--- src/design/lcabl_pkg.sv ---
// Package for the binary-lifting common ancestor block.
// Holds field widths, codes, controller states, datapath operations and status.
// No dependencies.
package lcabl_pkg;

    localparam int NODE_W    = 12;
    localparam int DEPTH_W   = 12;
    localparam int COUNT_W   = 13;
    localparam int MAX_NODES = 4096;
    localparam int LIFT_W    = 17;
    localparam int S_TDATA_W = 40;
    localparam int M_TDATA_W = 16;

    localparam logic [COUNT_W-1:0] COUNT_RESET = 13'd4096;

    localparam logic ACT_LOAD  = 1'b0;
    localparam logic ACT_QUERY = 1'b1;

    typedef enum logic [3:0] {
        ST_IDLE,
        ST_BINIT,
        ST_BRD1,
        ST_BRD2,
        ST_BWR,
        ST_QDB,
        ST_QSW,
        ST_LCHK,
        ST_LJMP,
        ST_LDEP,
        ST_EQ,
        ST_P2Y,
        ST_P2C,
        ST_P2F,
        ST_DONE
    } ctrl_state_t;

    typedef enum logic [4:0] {
        OP_NONE,
        OP_LOAD,
        OP_QNULL,
        OP_QSTART,
        OP_BINIT,
        OP_BRD1,
        OP_BRD2,
        OP_BWR,
        OP_QDB,
        OP_QSW,
        OP_LCHK,
        OP_LJMP,
        OP_LDEP,
        OP_EQ,
        OP_P2Y,
        OP_P2C,
        OP_P2F,
        OP_PUSH
    } dp_op_t;

    typedef struct packed {
        logic lift_go;
        logic lvl_zero;
        logic x_eq_y;
        logic build_empty;
        logic build_last;
    } dp_status_t;

endpackage

--- src/design/lcabl_ctrl.sv ---
// Controller state machine: sequences loads, the jump table build and queries,
// and owns the built flag and the output valid flag.
// Depends on lcabl_pkg; commands lcabl_dp through one operation per cycle.
module lcabl_ctrl (
    input  logic                  clk,
    input  logic                  rst_n,
    input  logic                  s_valid,
    input  logic                  s_action,
    input  logic                  s_last,
    output logic                  s_ready,
    output logic                  m_valid,
    input  logic                  m_ready,
    output lcabl_pkg::dp_op_t     op,
    input  lcabl_pkg::dp_status_t status
);

    import lcabl_pkg::*;

    ctrl_state_t state_reg, state_next;
    logic        built_reg, built_next;
    logic        m_valid_reg, m_valid_next;

    always_comb
    begin
        state_next   = state_reg;
        built_next   = built_reg;
        m_valid_next = m_valid_reg && !m_ready;
        unique case (state_reg)
            ST_IDLE:
            begin
                if (s_valid)
                begin
                    if (s_action == ACT_LOAD)
                    begin
                        built_next = 1'b0;
                        if (s_last)
                        begin
                            state_next = ST_BINIT;
                        end
                    end
                    else
                    begin
                        state_next = built_reg ? ST_QDB : ST_DONE;
                    end
                end
            end
            ST_BINIT:
            begin
                if (status.build_empty)
                begin
                    built_next = 1'b1;
                    state_next = ST_IDLE;
                end
                else
                begin
                    state_next = ST_BRD1;
                end
            end
            ST_BRD1:
            begin
                state_next = ST_BRD2;
            end
            ST_BRD2:
            begin
                state_next = ST_BWR;
            end
            ST_BWR:
            begin
                if (status.build_last)
                begin
                    built_next = 1'b1;
                    state_next = ST_IDLE;
                end
                else
                begin
                    state_next = ST_BRD1;
                end
            end
            ST_QDB:
            begin
                state_next = ST_QSW;
            end
            ST_QSW:
            begin
                state_next = ST_LCHK;
            end
            ST_LCHK:
            begin
                if (status.lift_go)
                begin
                    state_next = ST_LJMP;
                end
                else if (status.lvl_zero)
                begin
                    state_next = ST_EQ;
                end
            end
            ST_LJMP:
            begin
                state_next = ST_LDEP;
            end
            ST_LDEP:
            begin
                state_next = status.lvl_zero ? ST_EQ : ST_LCHK;
            end
            ST_EQ:
            begin
                state_next = status.x_eq_y ? ST_DONE : ST_P2Y;
            end
            ST_P2Y:
            begin
                state_next = ST_P2C;
            end
            ST_P2C:
            begin
                state_next = status.lvl_zero ? ST_P2F : ST_P2Y;
            end
            ST_P2F:
            begin
                state_next = ST_DONE;
            end
            ST_DONE:
            begin
                if (!m_valid_reg || m_ready)
                begin
                    m_valid_next = 1'b1;
                    state_next   = ST_IDLE;
                end
            end
            default:
            begin
                state_next = ST_IDLE;
            end
        endcase
    end

    always_comb
    begin
        s_ready = (state_reg == ST_IDLE);
        op      = OP_NONE;
        unique case (state_reg)
            ST_IDLE:
            begin
                if (s_valid)
                begin
                    if (s_action == ACT_LOAD)
                    begin
                        op = OP_LOAD;
                    end
                    else
                    begin
                        op = built_reg ? OP_QSTART : OP_QNULL;
                    end
                end
            end
            ST_BINIT: op = OP_BINIT;
            ST_BRD1:  op = OP_BRD1;
            ST_BRD2:  op = OP_BRD2;
            ST_BWR:   op = OP_BWR;
            ST_QDB:   op = OP_QDB;
            ST_QSW:   op = OP_QSW;
            ST_LCHK:  op = OP_LCHK;
            ST_LJMP:  op = OP_LJMP;
            ST_LDEP:  op = OP_LDEP;
            ST_EQ:    op = OP_EQ;
            ST_P2Y:   op = OP_P2Y;
            ST_P2C:   op = OP_P2C;
            ST_P2F:   op = OP_P2F;
            ST_DONE:
            begin
                if (!m_valid_reg || m_ready)
                begin
                    op = OP_PUSH;
                end
            end
            default:  op = OP_NONE;
        endcase
    end

    always_ff @(posedge clk or negedge rst_n)
    begin
        if (!rst_n)
        begin
            state_reg   <= ST_IDLE;
            built_reg   <= 1'b0;
            m_valid_reg <= 1'b0;
        end
        else
        begin
            state_reg   <= state_next;
            built_reg   <= built_next;
            m_valid_reg <= m_valid_next;
        end
    end

    assign m_valid = m_valid_reg;

    a_load_clears_built: assert property (@(posedge clk) disable iff (!rst_n)
        (state_reg == ST_IDLE && s_valid && s_action == ACT_LOAD) |=> !built_reg)
        else $error("load did not clear the built flag");

    a_build_end_sets_built: assert property (@(posedge clk) disable iff (!rst_n)
        (state_reg == ST_BWR && status.build_last) |=> (built_reg && state_reg == ST_IDLE))
        else $error("table build did not finish cleanly");

    a_done_waits_for_slot: assert property (@(posedge clk) disable iff (!rst_n)
        (state_reg == ST_DONE && m_valid_reg && !m_ready) |=> (state_reg == ST_DONE))
        else $error("result left while the output item was still held");

    a_query_needs_built: assert property (@(posedge clk) disable iff (!rst_n)
        (state_reg == ST_QDB) |-> built_reg)
        else $error("query walk started without a built table");

endmodule

--- config.mk ---
export PLATFORM = sky130hd
export DESIGN_NAME = lcabl_ctrl
export DESIGN_NICKNAME = d
export VERILOG_FILES = /design/src/design/lcabl_pkg.sv /design/src/design/lcabl_ctrl.sv
export SDC_FILE = /design/constraint.sdc
export NUM_CORES = 1
export LEC_CHECK = 0
export ABC_AREA = 0
export BUFFER_PORTS_ARGS = -buffer_cell sky130_fd_sc_hd__buf_2
export CORE_MARGIN = 2
export CORE_UTILIZATION = 35
export CTS_CLUSTER_SIZE = 40
export DETAILED_ROUTE_END_ITERATION = 16
export GPL_TIMING_DRIVEN = 1
export PLACE_DENSITY = 0.57
export SETUP_SLACK_MARGIN = 0.5
export SYNTH_ARGS = -nofsm -noshare
export SYNTH_HDL_FRONTEND = slang
export SYNTH_SLANG_ARGS = --single-unit
--- constraint.sdc ---
create_clock -name clk -period 1.6 [get_ports clk]
set_input_delay 0.08 -clock clk [delete_from_list [all_inputs] [get_ports clk]]
set_output_delay 0.08 -clock clk [all_outputs]
set_load 0.01 [all_outputs]
==> flow_metrics.tcl <==
set metrics [dict create \
    synth-simple-area-share_pct 31.8 \
    layout-drive-gt1-share_pct 59.7 \
    synth_xor_area_share_pct 2.51 \
    period_share_pct 88.1 \
    critical_path.slowest_cell "dfrtp_2" \
    diodes 0 \
    clockBufferDepth 2 \
    overflow 0 \
    min_period_ps 1410 \
    io_buffers 17 \
    syn_nets 96 \
    dieArea_um2 2360 \
    maxSlewViolCount 0 \
    post-route-util_pct 57.2 \
    reg2reg_depth 5 \
    cpLargestDelayFamily "flip-flops" \
    drt_iter0_drc 11 \
    synth_top_area_cell "dfrtp_1" \
    slowest_delay_ps 450 \
    clock_latency_ps 250 \
    muxShareOfSynthArea_pct 2.87 \
    num-nets-final 132 \
    cts.sinks 6 \
    io_pins 18 \
    yosysTopAreaCellShare_pct 21.5 \
    synth_area_leaders "dfrtp_1, nand2b_1, o21ai_0, buf_6, nand2_1" \
    async_reset_ff_share_pct 100 \
    start_util_pct 36.3 \
    worst_setup_path_end_kind "primary output" \
    cts_htree_levels 1 \
    whs_ps 186 \
    die_y_um 48.6 \
    via_per_inst 5.47 \
    worstSetupEndpoint "op[0]" \
    num_vias 799 \
    status "complete, no violations" \
    cts_buffers 3 \
    grt.total_usage_pct 20.0 \
    core_um2 1920 \
    synth_compound_area_share_pct 31.2 \
    critical_path_class "reg -> out" \
    grt_max_degree 13 \
    cellLeakagePower_nw 0.476 \
    synth_seq_area_share_pct 21.5 \
    dr.pass1.iters 4 \
    critPathLaunch "state_reg[2]" \
    r2r_start "state_reg[0]" \
    worstSetupPathDepth 4 \
    reg2reg_to "state_reg[2]" \
    grt_pass1_vias 800 \
    num_rows 16 \
    syn_area_um2 697 \
    required_ps 1520 \
    synth_fa_ha_area_share_pct 0 \
    clk_pin_slew_ps 60 \
    dp_hpwl_mm 1.41 \
    crit_chain "buf_6 -> a2111oi_4 -> nor3_2 -> buf_2" \
    synth-seq-cells 6 \
    final_antenna_net_count 0 \
    max-slew-margin-rel_pct 75.5 \
    largest_register_ffs 4 \
    ir_drop_mv 0.859 \
    hp-class "in -> async" \
    synth.avg_cell_area_um2 8.20 \
    synth_flop_cell "dfrtp_1" \
    setup_viol 0 \
    fin_skew_ps 9.34 \
    drc 0 \
    crit_fanout 7 \
    clock.fmax_mhz 709 \
    cts_root_buf "clkbuf_4" \
    die_x_um 48.6 \
    crit_buf_inv 2 \
    cap_violations 0 \
    tightest_slew_ps 364 \
    finalSetupTns_ps 0 \
    yosysWarnings 0 \
    startpoint_type "flop" \
    hold_viol_final 0 \
    rrSetupSlack_ps 210 \
    antenna_found_initial 0 \
    rsz0062_at_grt "yes" \
    place.gp.congestion 0.839 \
    synthToLayoutAreaGrowth_pct 57.6 \
    critPathArrivalTime_ps 1330 \
    synth_edf_count 0 \
    synth_top_family_by_area "simple AND/OR/NAND/NOR gates" \
    wire_per_inst_um 15.1 \
    grt_first_pass_wirelength_mm 3.71 \
    cts_tree "yes" \
    p_per_area_nw_per_um2 1980 \
    synth_cell_types 39 \
    routed_wirelength_mm 2.20 \
    postSynthCellCount 85 \
]
==> power by group <==
| group | total, mW | switching (mW) | internal [mW] |
|---|---|---|---|
| Combinational | 1.70 | 0.808 | 0.895 |
| Sequential | 0.319 | 0.0998 | 0.219 |
| Clock | 0.152 | 0.0661 | 0.0857 |
==> placed cells by master (no fill, tap or decap), types with 2 or more instances in the layout <==
master    synthesis  routed
nor2_1            4       2
inv_1             2       2
a21oi_1           4       3
a31oi_1           2       2
o21ai_1           2       4
nand2b_1          9       6
o21ai_0           9       5
nand2b_4          0       3
nand2_1           7       5
mux2i_1           2       2
nand2_2           0       2
buf_4             2      10
dfrtp_2           0       4
buf_2             2      18
clkbuf_4          0       3
buf_6             3      10
dfrtp_1           6       2
o21ai_2           0       2
o211ai_1          2       2
==> area by class of cell <==
type,count,area [um^2]
inverters,2,7.51
flip-flops and latches,6,155
repair buffers,39,288
clock buffers,3,22.5
well taps,27,33.8
multi-input cells,69,592
fillers,180,823
==> routing by layer <==
layer / track usage [%] / share of wire, % / routed length (um)
met5: 0 / 0 / 0
met4: 7.62 / 1.6 / 35
met3: 2.78 / 2.4 / 52
met2: 31.7 / 49 / 1070
met1: 27.5 / 47 / 1040
==> stage by stage <==
step                      total power [mW]  worst slack, ps  cells  instance area [um^2]
after floorplan                       1.28              354     85                   756
after global placement                1.52             58.4    129                   855
after detailed placement              1.51             73.3    129                   855
after CTS                             2.08              179    145                  1070
after global routing                  2.32             97.0    146                  1100
final                                 2.17              190    146                  1100
==> worst min-delay path by stage <==
stage	endpoint	depth (start not counted)
floorplan	built_reg	0
global placement	built_reg	1
detailed placement	state_reg[2]	1
CTS	built_reg	2
global route	built_reg	2
finish	built_reg	2
==> worst register-to-register path, stage by stage (launching register included) <==
cell	delay (ps)
dfrtp_2	460
buf_6	140
nor4_4	280
buf_4	160
and2_4	160
a41oi_2	40
==> synthesized netlist by cell type (all sizes together), types with 2 or more instances <==
cell,instances
o21ai,11
nand2b,9
nand2,8
buf,7
dfrtp,6
a21oi,4
nor2,4
a31oi,3
nor3b,3
inv,2
mux2i,2
nand3,2
o211ai,2
xnor2,2
==> cells by family after synthesis <==
group / Yosys count
xor gates and xnor gates: 2
AOI/OAI and AO/OA: 31
muxes: 2
and+or+nand+nor: 34
buffers and inverters: 10
DFF: 6
==> what timing repair did <==
item                                    4_1_cts  5_1_grt
pin swaps                                     7        0
buffers inserted                             12        1
endpoints found under the setup margin       11       11
hold buffers                                  1        0
hold endpoints to repair                      6        0
resized for setup                            25        6
(Power assumes the default switching activity.)
